### src/rtl/dfc_pkg.sv
// types, codes and constants of the diagnostic frame classifier
// used by dfc_front, dfc_fifo, dfc_back, the top level and the checker
`timescale 1ns / 1ps

package dfc_pkg;

  localparam int unsigned NUM_PAT     = 11;
  localparam int unsigned FLAG_W      = NUM_PAT + 1;
  localparam int unsigned QUEUE_DEPTH = 2;
  localparam int unsigned QUEUE_AW    = $clog2(QUEUE_DEPTH);

  // request modes
  localparam logic [1:0] MODE_FRAME = 2'd0;
  localparam logic [1:0] MODE_WAIT  = 2'd1;
  localparam logic [1:0] MODE_CLEAR = 2'd2;

  // identifier fields
  localparam logic [4:0] ID_PRIO   = 5'h18;
  localparam logic [7:0] PF_CLAIM  = 8'hEE;
  localparam logic [7:0] PS_GLOBAL = 8'hFF;
  localparam logic [7:0] SA_NULL   = 8'hFE;
  localparam logic [7:0] PF_DM1    = 8'hFE;
  localparam logic [7:0] PS_DM1    = 8'hCA;
  localparam logic [7:0] PF_DM15   = 8'hD8;
  localparam logic [7:0] PF_DM16   = 8'hD7;

  // dm15 status field codes
  localparam logic [3:0] DM15_CODE_PROCEED   = 4'd0;
  localparam logic [3:0] DM15_CODE_BUSY      = 4'd1;
  localparam logic [3:0] DM15_CODE_COMPLETED = 4'd4;
  localparam logic [3:0] DM15_CODE_FAILED    = 4'd5;

  typedef enum logic [2:0] {
    KIND_IGNORED = 3'd0,
    KIND_CLAIM   = 3'd1,
    KIND_NOCLAIM = 3'd2,
    KIND_FAULT   = 3'd3,
    KIND_STATUS  = 3'd4,
    KIND_DATA    = 3'd5
  } kind_e;

  typedef enum logic [2:0] {
    ST_WAITING   = 3'd0,
    ST_PROCEED   = 3'd1,
    ST_BUSY      = 3'd2,
    ST_COMPLETED = 3'd3,
    ST_FAILED    = 3'd4,
    ST_FAULT     = 3'd5
  } status_e;

  typedef enum logic [2:0] {
    OP_NONE,
    OP_WAIT,
    OP_CLEAR,
    OP_CLAIM,
    OP_FAULT,
    OP_STATUS,
    OP_DATA
  } op_e;

  // dm1 pattern: byte 2, byte 3, top three bits of byte 4, fmi
  typedef struct packed {
    logic [7:0] b2;
    logic [7:0] b3;
    logic [2:0] spn;
    logic [4:0] fmi;
  } fault_pat_t;

  localparam fault_pat_t FAULT_PAT [NUM_PAT] = '{
    '{8'h3F, 8'hF0, 3'd7, 5'h13},
    '{8'h3F, 8'hF0, 3'd7, 5'h09},
    '{8'h74, 8'h02, 3'd0, 5'h02},
    '{8'h40, 8'hF0, 3'd7, 5'h00},
    '{8'h9E, 8'h00, 3'd0, 5'h12},
    '{8'h9E, 8'h00, 3'd0, 5'h10},
    '{8'h42, 8'hF0, 3'd7, 5'h00},
    '{8'h42, 8'hF0, 3'd7, 5'h01},
    '{8'h44, 8'hF0, 3'd7, 5'h00},
    '{8'h43, 8'hF0, 3'd7, 5'h02},
    '{8'h76, 8'h02, 3'd0, 5'h02}
  };

  // decoded request, front to back
  typedef struct packed {
    op_e                op;
    logic [7:0]         src;
    logic               noclaim;
    logic [FLAG_W-1:0]  flag_set;
    logic               stat_upd;
    status_e            stat_val;
    logic [63:0]        data;
  } cmd_t;

  // result as it leaves the back part
  typedef struct packed {
    kind_e              kind;
    logic [7:0]         peer_address;
    logic [63:0]        peer_name;
    logic [FLAG_W-1:0]  fault_flags;
    status_e            access_status;
    logic [63:0]        memory_data;
  } res_t;

endpackage

### src/rtl/dfc_front.sv
// front part: holds own_address and decodes each request into a cmd_t
// depends on dfc_pkg
`timescale 1ns / 1ps

module dfc_front (
  input  logic          clk_i,
  input  logic          rst_ni,
  input  logic          cfg_we_i,
  input  logic [7:0]    cfg_wdata_i,
  input  logic [1:0]    mode_i,
  input  logic [28:0]   frame_id_i,
  input  logic [63:0]   frame_data_i,
  output dfc_pkg::cmd_t cmd_o
);
  import dfc_pkg::*;

  logic [7:0] own_addr_q;
  logic [4:0] i0;
  logic [7:0] i1, i2, i3;
  logic [7:0] b2, b3, b4;
  logic [3:0] dm15_code;
  logic [NUM_PAT-1:0] pat_hit;

  always_ff @(posedge clk_i or negedge rst_ni) begin
    if (!rst_ni) begin
      own_addr_q <= 8'h00;
    end else if (cfg_we_i) begin
      own_addr_q <= cfg_wdata_i;
    end
  end

  assign i0 = frame_id_i[28:24];
  assign i1 = frame_id_i[23:16];
  assign i2 = frame_id_i[15:8];
  assign i3 = frame_id_i[7:0];
  assign b2 = frame_data_i[23:16];
  assign b3 = frame_data_i[31:24];
  assign b4 = frame_data_i[39:32];
  assign dm15_code = frame_data_i[12:9];

  // patterns are distinct, so at most one hits
  for (genvar g = 0; g < NUM_PAT; g++) begin : g_pat
    assign pat_hit[g] = (b2 == FAULT_PAT[g].b2) && (b3 == FAULT_PAT[g].b3) &&
                        (b4[7:5] == FAULT_PAT[g].spn) && (b4[4:0] == FAULT_PAT[g].fmi);
  end

  always_comb begin
    cmd_o          = '0;
    cmd_o.op       = OP_NONE;
    cmd_o.src      = i3;
    cmd_o.noclaim  = (i3 == SA_NULL);
    cmd_o.flag_set = {pat_hit, 1'b0};
    cmd_o.stat_upd = 1'b0;
    cmd_o.stat_val = ST_PROCEED;
    cmd_o.data     = frame_data_i;

    unique case (dm15_code)
      DM15_CODE_PROCEED: begin
        cmd_o.stat_upd = 1'b1;
        cmd_o.stat_val = ST_PROCEED;
      end
      DM15_CODE_BUSY: begin
        cmd_o.stat_upd = 1'b1;
        cmd_o.stat_val = ST_BUSY;
      end
      DM15_CODE_COMPLETED: begin
        cmd_o.stat_upd = 1'b1;
        cmd_o.stat_val = ST_COMPLETED;
      end
      DM15_CODE_FAILED: begin
        cmd_o.stat_upd = 1'b1;
        cmd_o.stat_val = ST_FAILED;
      end
      default: begin
        cmd_o.stat_upd = 1'b0;
      end
    endcase

    unique case (mode_i)
      MODE_FRAME: begin
        // source address against the peer is checked in the back part
        if (i0 == ID_PRIO) begin
          priority if (i1 == PF_CLAIM && i2 == PS_GLOBAL) begin
            cmd_o.op = OP_CLAIM;
          end else if (i1 == PF_DM1 && i2 == PS_DM1) begin
            cmd_o.op = OP_FAULT;
          end else if (i1 == PF_DM15 && i2 == own_addr_q) begin
            cmd_o.op = OP_STATUS;
          end else if (i1 == PF_DM16 && i2 == own_addr_q) begin
            cmd_o.op = OP_DATA;
          end else begin
            cmd_o.op = OP_NONE;
          end
        end
      end
      MODE_WAIT:  cmd_o.op = OP_WAIT;
      MODE_CLEAR: cmd_o.op = OP_CLEAR;
      default:    cmd_o.op = OP_NONE;
    endcase
  end

endmodule

### src/rtl/dfc_fifo.sv
// short queue of decoded requests between front and back
// depends on dfc_pkg
`timescale 1ns / 1ps

module dfc_fifo (
  input  logic          clk_i,
  input  logic          rst_ni,
  input  logic          push_i,
  input  dfc_pkg::cmd_t data_i,
  output logic          full_o,
  input  logic          pop_i,
  output logic          valid_o,
  output dfc_pkg::cmd_t data_o
);
  import dfc_pkg::*;

  cmd_t                mem_q [QUEUE_DEPTH];
  logic [QUEUE_AW-1:0] wr_ptr_q, wr_ptr_d;
  logic [QUEUE_AW-1:0] rd_ptr_q, rd_ptr_d;
  logic [QUEUE_AW:0]   count_q, count_d;

  assign full_o  = (count_q == (QUEUE_AW+1)'(QUEUE_DEPTH));
  assign valid_o = (count_q != '0);
  assign data_o  = mem_q[rd_ptr_q];

  always_comb begin
    wr_ptr_d = wr_ptr_q;
    rd_ptr_d = rd_ptr_q;
    count_d  = count_q;
    if (push_i) begin
      wr_ptr_d = (wr_ptr_q == QUEUE_AW'(QUEUE_DEPTH-1)) ? '0 : wr_ptr_q + 1'b1;
    end
    if (pop_i) begin
      rd_ptr_d = (rd_ptr_q == QUEUE_AW'(QUEUE_DEPTH-1)) ? '0 : rd_ptr_q + 1'b1;
    end
    if (push_i && !pop_i) begin
      count_d = count_q + 1'b1;
    end else if (pop_i && !push_i) begin
      count_d = count_q - 1'b1;
    end
  end

  always_ff @(posedge clk_i or negedge rst_ni) begin
    if (!rst_ni) begin
      wr_ptr_q <= '0;
      rd_ptr_q <= '0;
      count_q  <= '0;
    end else begin
      wr_ptr_q <= wr_ptr_d;
      rd_ptr_q <= rd_ptr_d;
      count_q  <= count_d;
    end
  end

  always_ff @(posedge clk_i) begin
    if (push_i) begin
      mem_q[wr_ptr_q] <= data_i;
    end
  end

endmodule

### src/rtl/dfc_back.sv
// back part: diagnostic state, applies each decoded request, holds the result
// depends on dfc_pkg
`timescale 1ns / 1ps

module dfc_back (
  input  logic          clk_i,
  input  logic          rst_ni,
  input  logic          cmd_valid_i,
  input  dfc_pkg::cmd_t cmd_i,
  output logic          cmd_pop_o,
  output logic          res_valid_o,
  input  logic          res_ready_i,
  output dfc_pkg::res_t res_o
);
  import dfc_pkg::*;

  logic              valid_q, valid_d;
  kind_e             kind_q, kind_d;
  logic [7:0]        addr_q, addr_d;
  logic [63:0]       name_q, name_d;
  logic [FLAG_W-1:0] flags_q, flags_d;
  status_e           status_q, status_d;
  logic [63:0]       mem_q, mem_d;
  logic              from_peer;

  // state changes only on a pop, so the held result reads the live state
  assign cmd_pop_o = cmd_valid_i && (!valid_q || res_ready_i);
  assign from_peer = (cmd_i.src == addr_q);

  always_comb begin
    valid_d  = valid_q && !res_ready_i;
    kind_d   = kind_q;
    addr_d   = addr_q;
    name_d   = name_q;
    flags_d  = flags_q;
    status_d = status_q;
    mem_d    = mem_q;
    if (cmd_pop_o) begin
      valid_d = 1'b1;
      kind_d  = KIND_IGNORED;
      unique case (cmd_i.op)
        OP_WAIT:  status_d = ST_WAITING;
        OP_CLEAR: mem_d = '0;
        OP_CLAIM: begin
          name_d = cmd_i.data;
          if (cmd_i.noclaim) begin
            addr_d  = 8'h00;
            flags_d = flags_q | FLAG_W'(1);
            kind_d  = KIND_NOCLAIM;
          end else begin
            addr_d = cmd_i.src;
            kind_d = KIND_CLAIM;
          end
        end
        OP_FAULT: begin
          if (from_peer) begin
            kind_d = KIND_FAULT;
            if (cmd_i.flag_set != '0) begin
              flags_d  = flags_q | cmd_i.flag_set;
              status_d = ST_FAULT;
            end
          end
        end
        OP_STATUS: begin
          if (from_peer) begin
            kind_d = KIND_STATUS;
            if (cmd_i.stat_upd) begin
              status_d = cmd_i.stat_val;
            end
          end
        end
        OP_DATA: begin
          if (from_peer) begin
            kind_d = KIND_DATA;
            mem_d  = cmd_i.data;
          end
        end
        default: kind_d = KIND_IGNORED;
      endcase
    end
  end

  always_ff @(posedge clk_i or negedge rst_ni) begin
    if (!rst_ni) begin
      valid_q  <= 1'b0;
      kind_q   <= KIND_IGNORED;
      addr_q   <= 8'h00;
      name_q   <= '0;
      flags_q  <= '0;
      status_q <= ST_PROCEED;
      mem_q    <= '0;
    end else begin
      valid_q  <= valid_d;
      kind_q   <= kind_d;
      addr_q   <= addr_d;
      name_q   <= name_d;
      flags_q  <= flags_d;
      status_q <= status_d;
      mem_q    <= mem_d;
    end
  end

  assign res_valid_o         = valid_q;
  assign res_o.kind          = kind_q;
  assign res_o.peer_address  = addr_q;
  assign res_o.peer_name     = name_q;
  assign res_o.fault_flags   = flags_q;
  assign res_o.access_status = status_q;
  assign res_o.memory_data   = mem_q;

endmodule

### src/rtl/diagnostic_frame_classifier.sv
// channel   dir  tdata                                   tuser
// s_axis    in   frame_id, frame_data (96 bits)          mode
// m_axis    out  peer_address .. memory_data (152 bits)  frame_kind
// cfg       in   own_address (write enable + data)       -
//
// one request per cycle sustained while m_axis_tready stays high; a request goes
// from front decode into a two-entry queue, then the back part updates state
// and registers the result. the back part and its result register set the rate.
// rst_ni clears the queue, the result register and all diagnostic state
// (status resets to proceed). a stalled output backs up into the queue, and
// s_axis_tready drops once the queue is full.
// depends on dfc_pkg, dfc_front, dfc_fifo, dfc_back
`timescale 1ns / 1ps

module diagnostic_frame_classifier (
  input  logic         clk_i,
  input  logic         rst_ni,
  input  logic         cfg_we_i,
  input  logic [7:0]   cfg_wdata_i,
  input  logic         s_axis_tvalid,
  output logic         s_axis_tready,
  input  logic [95:0]  s_axis_tdata,   // frame_id[28:0], frame_data[92:29], zero pad
  input  logic [1:0]   s_axis_tuser,   // mode[1:0]
  output logic         m_axis_tvalid,
  input  logic         m_axis_tready,
  output logic [151:0] m_axis_tdata,   // peer_address[7:0], peer_name[71:8],
                                       // fault_flags[83:72], access_status[86:84],
                                       // memory_data[150:87], zero pad
  output logic [2:0]   m_axis_tuser    // frame_kind[2:0]
);
  import dfc_pkg::*;

  cmd_t front_cmd, queue_cmd;
  res_t res;
  logic queue_full, queue_valid, queue_pop, push;

  assign s_axis_tready = !queue_full;
  assign push          = s_axis_tvalid && s_axis_tready;

  dfc_front u_front (
    .clk_i       (clk_i),
    .rst_ni      (rst_ni),
    .cfg_we_i    (cfg_we_i),
    .cfg_wdata_i (cfg_wdata_i),
    .mode_i      (s_axis_tuser),
    .frame_id_i  (s_axis_tdata[28:0]),
    .frame_data_i(s_axis_tdata[92:29]),
    .cmd_o       (front_cmd)
  );

  dfc_fifo u_fifo (
    .clk_i  (clk_i),
    .rst_ni (rst_ni),
    .push_i (push),
    .data_i (front_cmd),
    .full_o (queue_full),
    .pop_i  (queue_pop),
    .valid_o(queue_valid),
    .data_o (queue_cmd)
  );

  dfc_back u_back (
    .clk_i      (clk_i),
    .rst_ni     (rst_ni),
    .cmd_valid_i(queue_valid),
    .cmd_i      (queue_cmd),
    .cmd_pop_o  (queue_pop),
    .res_valid_o(m_axis_tvalid),
    .res_ready_i(m_axis_tready),
    .res_o      (res)
  );

  assign m_axis_tuser = res.kind;
  assign m_axis_tdata = {1'b0, res.memory_data, res.access_status, res.fault_flags,
                         res.peer_name, res.peer_address};

endmodule

### config.mk
export PLATFORM = sky130hd
export DESIGN_NAME = diagnostic_frame_classifier
export DESIGN_NICKNAME = d
export VERILOG_FILES = /design/src/rtl/dfc_pkg.sv /design/src/rtl/dfc_front.sv /design/src/rtl/dfc_fifo.sv /design/src/rtl/dfc_back.sv /design/src/rtl/diagnostic_frame_classifier.sv
export SDC_FILE = /design/constraint.sdc
export NUM_CORES = 1
export LEC_CHECK = 0
export ABC_AREA = 1
export BUFFER_PORTS_ARGS = -buffer_cell sky130_fd_sc_hd__buf_2
export CAP_MARGIN = 10
export CORE_MARGIN = 4
export CORE_UTILIZATION = 60
export DETAILED_ROUTE_END_ITERATION = 8
export PLACE_DENSITY = 0.91
export SYNTH_ARGS = -nofsm -noshare
export SYNTH_HDL_FRONTEND = slang
export SYNTH_HIERARCHICAL = 1
export SYNTH_SLANG_ARGS = --single-unit
export TNS_END_PERCENT = 1
### constraint.sdc
create_clock -name clk_i -period 16.81 [get_ports clk_i]
set_clock_uncertainty 0.15 [all_clocks]
set_input_delay 3.362 -clock clk_i [delete_from_list [all_inputs] [get_ports clk_i]]
set_output_delay 3.362 -clock clk_i [all_outputs]
set_load 0.1 [all_outputs]
==> results of run 1 <==
-- layout make-up --
class / instances / area share
sequential: 351 / 0.568
multi-input combinational: 697 / 0.240
timing repair buffer: 271 / 0.0810
clock buffer: 52 / 0.0616
tap: 324 / 0.0237
inverter: 89 / 0.0199
clock inverter: 12 / 0.00505
antenna: 1 / 0.000147
-- worst max-delay path: stages --
cell and delay, ps:
buf_2 120, o21ai_2 320, inv_1 330, nand2_4 160, buf_4 720, o21ai_0 280
-- kinds of logic after synthesis --
logic type / after synthesis / synth area share
buf+inv: 207 / 0.0789
other cells: 2 / 0.000502
mux: 97 / 0.0906
flops: 351 / 0.649
simple gates: 467 / 0.129
xor+xnor: 13 / 0.00761
fa+ha+maj: 1 / 0.000836
compound gates: 117 / 0.0442
-- through the flow --
step,hold slack (ps),std cells,area (um2),worst slack [ps]
6_report,314,1797,17100,11590
5_1_grt,322,1797,17100,11480
4_1_cts,315,1796,17100,11620
3_5_place_dp,300,1732,15900,11120
3_3_place_gp,302,1732,15900,11230
2_1_floorplan,292,1255,15000,8670
-- state kept, by name (all words and copies together), names as in the netlist --
signal and count:
u_back/flags_q 12, u_back/status_q 3, u_fifo/mem_q 184, u_fifo/wr_ptr_q 1, u_fifo/count_q 2, u_front/own_addr_q 8
u_fifo/rd_ptr_q 1, u_back/res_valid_o 1, u_back/addr_q 8, u_back/name_q 64, u_back/kind_q 3, u_back/mem_q 64
-- cell usage in the layout, fill, tap and decap left out, drive strengths merged --
| master | count |
|---|---|
| mux2 | 97 |
| clkinv | 10 |
| nand3 | 29 |
| buf | 271 |
| nand2 | 353 |
| nor3 | 22 |
| nor2 | 46 |
| clkbuf | 52 |
| nor4b | 1 |
| xnor2 | 11 |
| a32o | 5 |
| ha | 1 |
| nor4 | 3 |
| dfrtp | 166 |
| conb | 2 |
| o21ai | 94 |
| nand3b | 1 |
| xor2 | 2 |
| or2 | 2 |
| and2 | 1 |
| nand4 | 8 |
| o22ai | 4 |
| diode | 1 |
| o21bai | 12 |
| inv | 90 |
| dfstp | 1 |
| nor3b | 1 |
| bufinv | 1 |
| a21oi | 2 |
| edfxtp | 184 |
-- worst paths after layout --
kind	end	start	slack, ps
setup reg to reg	u_back/mem_q[57]$_DFFE_PN0P_	u_fifo/rd_ptr_q$_DFFE_PN0P_	12970
min in group asynchronous	u_back/flags_q[9]$_DFFE_PN0P_	rst_ni	2580
max in group asynchronous	u_back/mem_q[48]$_DFFE_PN0P_	rst_ni	12730
hold reg to reg	u_back/flags_q[0]$_DFFE_PN0P_	u_back/flags_q[0]$_DFFE_PN0P_	310
hold / removal	u_back/flags_q[0]$_DFFE_PN0P_	u_back/flags_q[0]$_DFFE_PN0P_	310
setup / recovery	u_back/name_q[56]$_DFFE_PN0P_	m_axis_tready	11590
-- routing by layer --
metal,GRT usage,wire [um],up-vias
met5,0,0,-
met3,0.0519,2570,74
met2,0.405,16600,448
met1,0.288,12600,4780
li1,-,-,4492
met4,0.0829,906,0
==> results.cfg, run 1 <==
[sta]
finalHoldViolCount = 0
drv_slew = 0
setup_viol = 0
period_share = 0.311
relSlewSlack = 0.195
worst_slew_pin_slew_ps = 1210
totalNegativeSetupSlack_ps = 0
grt_setup_unrepaired = false
period_needed_ps = 5220
fmax_mhz = 192

[floorplanning]
ios = 268
rows = 57
coreArea_um2 = 24500
die_w_um = 166
initial_utilization = 0.612
die_h_um = 166
dieArea_um2 = 27500

[global_route]
grt_max_degree = 108
grt_overflow_total = 0
grt_pass1_vias = 10100
grtUsageTotal = 0.232
antenna_found_initial = 1
grt_pass1_wl_um = 52000

[logic_synthesis]
synth_ff_type = edfxtp_1
synth_edf_count = 184
syn_nets = 1367
synth.cells.most_frequent = nand2_1 (350), edfxtp_1 (184), dfrtp_1 (166)
syn_area_um2 = 15000
synth-async-reset-ratio = 0.476
yosysMostFrequentCell = nand2_1
syn-instance-count = 1255
synth_area_leader_cell = edfxtp_1
yosys-top-cells-area = edfxtp_1 (37%), dfrtp_1 (28%), nand2_1 (8.8%), mux2_4 (7.0%), buf_4 (4.0%)
synth_top_cell_area_share = 0.369
ys_types = 41
ys.warnings.count = 6
synth_seq_cells = 351
yosysSeqAreaShare = 0.649
avgSynthCellArea_um2 = 11.9

[layout]
fin_nets = 1558
area.sequential_um2 = 9710
multiInputGateArea_um2 = 4100
drive_above_1_share = 0.307
area_growth_pct = 14.1
utilization = 0.698
fillers = 1651

[worst_setup_path]
critPathRequiredTime_ps = 16980
startpoint_type = primary input
path_class = primary input to flip-flop
critPathMaxFanout = 91
endpoint_kind = flip-flop
crit_arrival_ps = 5390
reg2regPathDepth = 10

[route]
first_iter_violations = 954
viasPerCell = 5.45
firstDrtPassIters = 8
antenna_left = 0
vias = 9794
wl_per_cell_um = 18.2
drc = 0
routed_wl_um = 32700

[clock_tree]
cts_buffers = 36
cts_root_buf = clkbuf_16
clk_path_buf_depth = 3
clk_pin_slew_ps = 60
cts_setup_buffers = 0
clkSinkCount = 351
htree_levels = 2
cts_tree = built
hold_buffers = 0
cts-resized-gates = 0
clkLatencyLatePin_ps = 510

[job]
maxCapViolCount = 0

[min_path]
hold_path.class = flip-flop to flip-flop
whs_path_depth = 2

[placement]
gp_congestion = 0.884
port_buffers = 263
place_hpwl_um = 21600

[run_status]
status = finished, final reports clean
Power of run 1 is not shown: default switching activity piles up to over one toggle a cycle in this logic, so the estimate is an artifact.
==> inputs of run 2 (changes only) <==
CORE_UTILIZATION = 51   (was 60)
PLACE_DENSITY = 0.83   (was 0.91)
clock period = 4.6 ns   (was 16.81 ns; I/O delays follow)
==> run 2 against run 1 <==
  * Global-route usage is 3.2 points lower
  * Count of clock-buffer cells in the layout rose by 7
  * First-iteration DRC count decreased by 32%
  * Die area up 17%
  * Wire length shrank 0.47%
  * Worst hold slack got worse by 89 ps
  * Register-to-register slack got worse by 12000 ps
  * Final cell count grew 3.7%
  * Non-clock buffer count increased by 1
  * Largest cell class unchanged
==> results.cfg, run 2 (synthesis gave the netlist of run 1 again) <==
[run_status]
status = finished, final reports clean

[clock_tree]
htree_levels = 2
cts_setup_buffers = 0
hold_buffers = 0
cts_root_buf = clkbuf_16
cts_tree = built
cts_buffers = 38
clk_pin_slew_ps = 60
clkLatencyLatePin_ps = 510
cts-resized-gates = 0
clkSinkCount = 351
clk_path_buf_depth = 3

[sta]
worst_slew_pin_slew_ps = 997
setup_viol = 0
finalHoldViolCount = 0
drv_slew = 0
period_share = 0.733
totalNegativeSetupSlack_ps = 0
grt_setup_unrepaired = false
period_needed_ps = 3370
relSlewSlack = 0.334
fmax_mhz = 297

[route]
wl_per_cell_um = 17.5
first_iter_violations = 646
routed_wl_um = 32600
viasPerCell = 5.16
vias = 9613
drc = 0
antenna_left = 0
firstDrtPassIters = 5

[worst_setup_path]
critPathMaxFanout = 21
endpoint_kind = flip-flop
timing.critical_path.depth = 10
cp_num_buf_inv = 1
cp_top_family = simple AND/OR/NAND/NOR gates
reg2regPathDepth = 10
r2r_slack_ps = 1230
crit_path_frequent_cell = nand2_1
max_stage_delay_ps = 690
path_cells = mux2_2 -> inv_1 -> nand2_1 -> nand2_1 -> nand2_1 -> nor2_2 -> nand2_2 -> nand2_2 -> nand3_1 -> o21ai_0
rr_endpoint = u_back/mem_q[6]$_DFFE_PN0P_
startpoint_type = flip-flop
cp_slowest_cell = nand3_1
path_class = flip-flop to flip-flop
crit_arrival_ps = 3590
critPathRequiredTime_ps = 4820
setup.worst_path.start = u_fifo/rd_ptr_q$_DFFE_PN0P_
endpoint = u_back/mem_q[6]$_DFFE_PN0P_
rr_startpoint = u_fifo/rd_ptr_q$_DFFE_PN0P_

[floorplanning]
die_w_um = 179
coreArea_um2 = 28900
dieArea_um2 = 32100
die_h_um = 179
rows = 62
ios = 268
initial_utilization = 0.519

[min_path]
hold_path.class = primary input to async pin

[placement]
port_buffers = 263
placed_cells = 1793
gp_congestion = 0.854
place_hpwl_um = 21900

[global_route]
grt_pass1_vias = 9873
antenna_found_initial = 2
grt_overflow_total = 0
grt_pass1_wl_um = 50600
grtUsageTotal = 0.201
grt_max_degree = 109

[layout]
utilization = 0.599
reg_top3 = u_fifo/mem_q: 184 flops, u_back/mem_q: 64 flops, u_back/name_q: 64 flops
fin_nets = 1561
top_register = u_fifo/mem_q
multiInputGateArea_um2 = 4100
drive_above_1_share = 0.308
finalNonFillerCells = 1864
fillers = 2259
area.sequential_um2 = 9710
area_growth_pct = 15.6
layout_commonest_cell = nand2_1
largest_reg_flops = 184
layout.cells.most_common_list = nand2_1 (349), buf_2 (262), edfxtp_1 (184)

[job]
maxCapViolCount = 0
-- run 2: changes by cell type in the layout (fill, tap and decap cells not counted), sizes merged --
cell and delta:
clkbuf +7, buf +1, bufinv -1, clkinvlp +1, inv -1
-- run 2: cell type report --
cell class / count / share of cell area
sequential: 351 / 0.562
multi-input combinational: 697 / 0.237
timing repair buffer: 272 / 0.0833
clock buffer: 59 / 0.0674
tap: 384 / 0.0278
inverter: 89 / 0.0196
clock inverter: 11 / 0.00311
antenna: 1 / 0.000145
-- run 2: how the worst min path moves through the flow --
stage	start	endpoint	slack [ps]
6_report	rst_ni	u_back/name_q[1]$_DFFE_PN0P_	230
5_1_grt	rst_ni	u_fifo/count_q[0]$_DFFE_PN0P_	260
4_1_cts	rst_ni	u_back/res_valid_o$_DFF_PN0_	240
3_5_place_dp	u_back/flags_q[6]$_DFFE_PN0P_	u_back/flags_q[6]$_DFFE_PN0P_	310
3_3_place_gp	u_back/flags_q[9]$_DFFE_PN0P_	u_back/flags_q[9]$_DFFE_PN0P_	300
2_1_floorplan	u_fifo/count_q[1]$_DFFE_PN0P_	u_fifo/count_q[1]$_DFFE_PN0P_	290
-- run 2: layer usage --
layer,global-route usage,up-vias,share of wire,wire [um]
met2,0.350,385,0.50,16300
met4,0.0711,2,0.030,985
li1,-,4506,-,-
met1,0.246,4639,0.39,12600
met5,0,-,0.00040,13
met3,0.0458,81,0.080,2620
-- run 2: metrics by stage --
| stage | instance area, um2 | hold slack (ps) | setup WS [ps] |
|---|---|---|---|
| after floorplan | 15000 | 292 | 473 |
| after global placement | 16100 | 304 | 1340 |
| after detailed placement | 16100 | 306 | 1280 |
| after CTS | 17300 | 241 | 1300 |
| after global routing | 17300 | 265 | 1040 |
| final | 17300 | 225 | 1230 |
Power of run 2 is left out for the same reason.
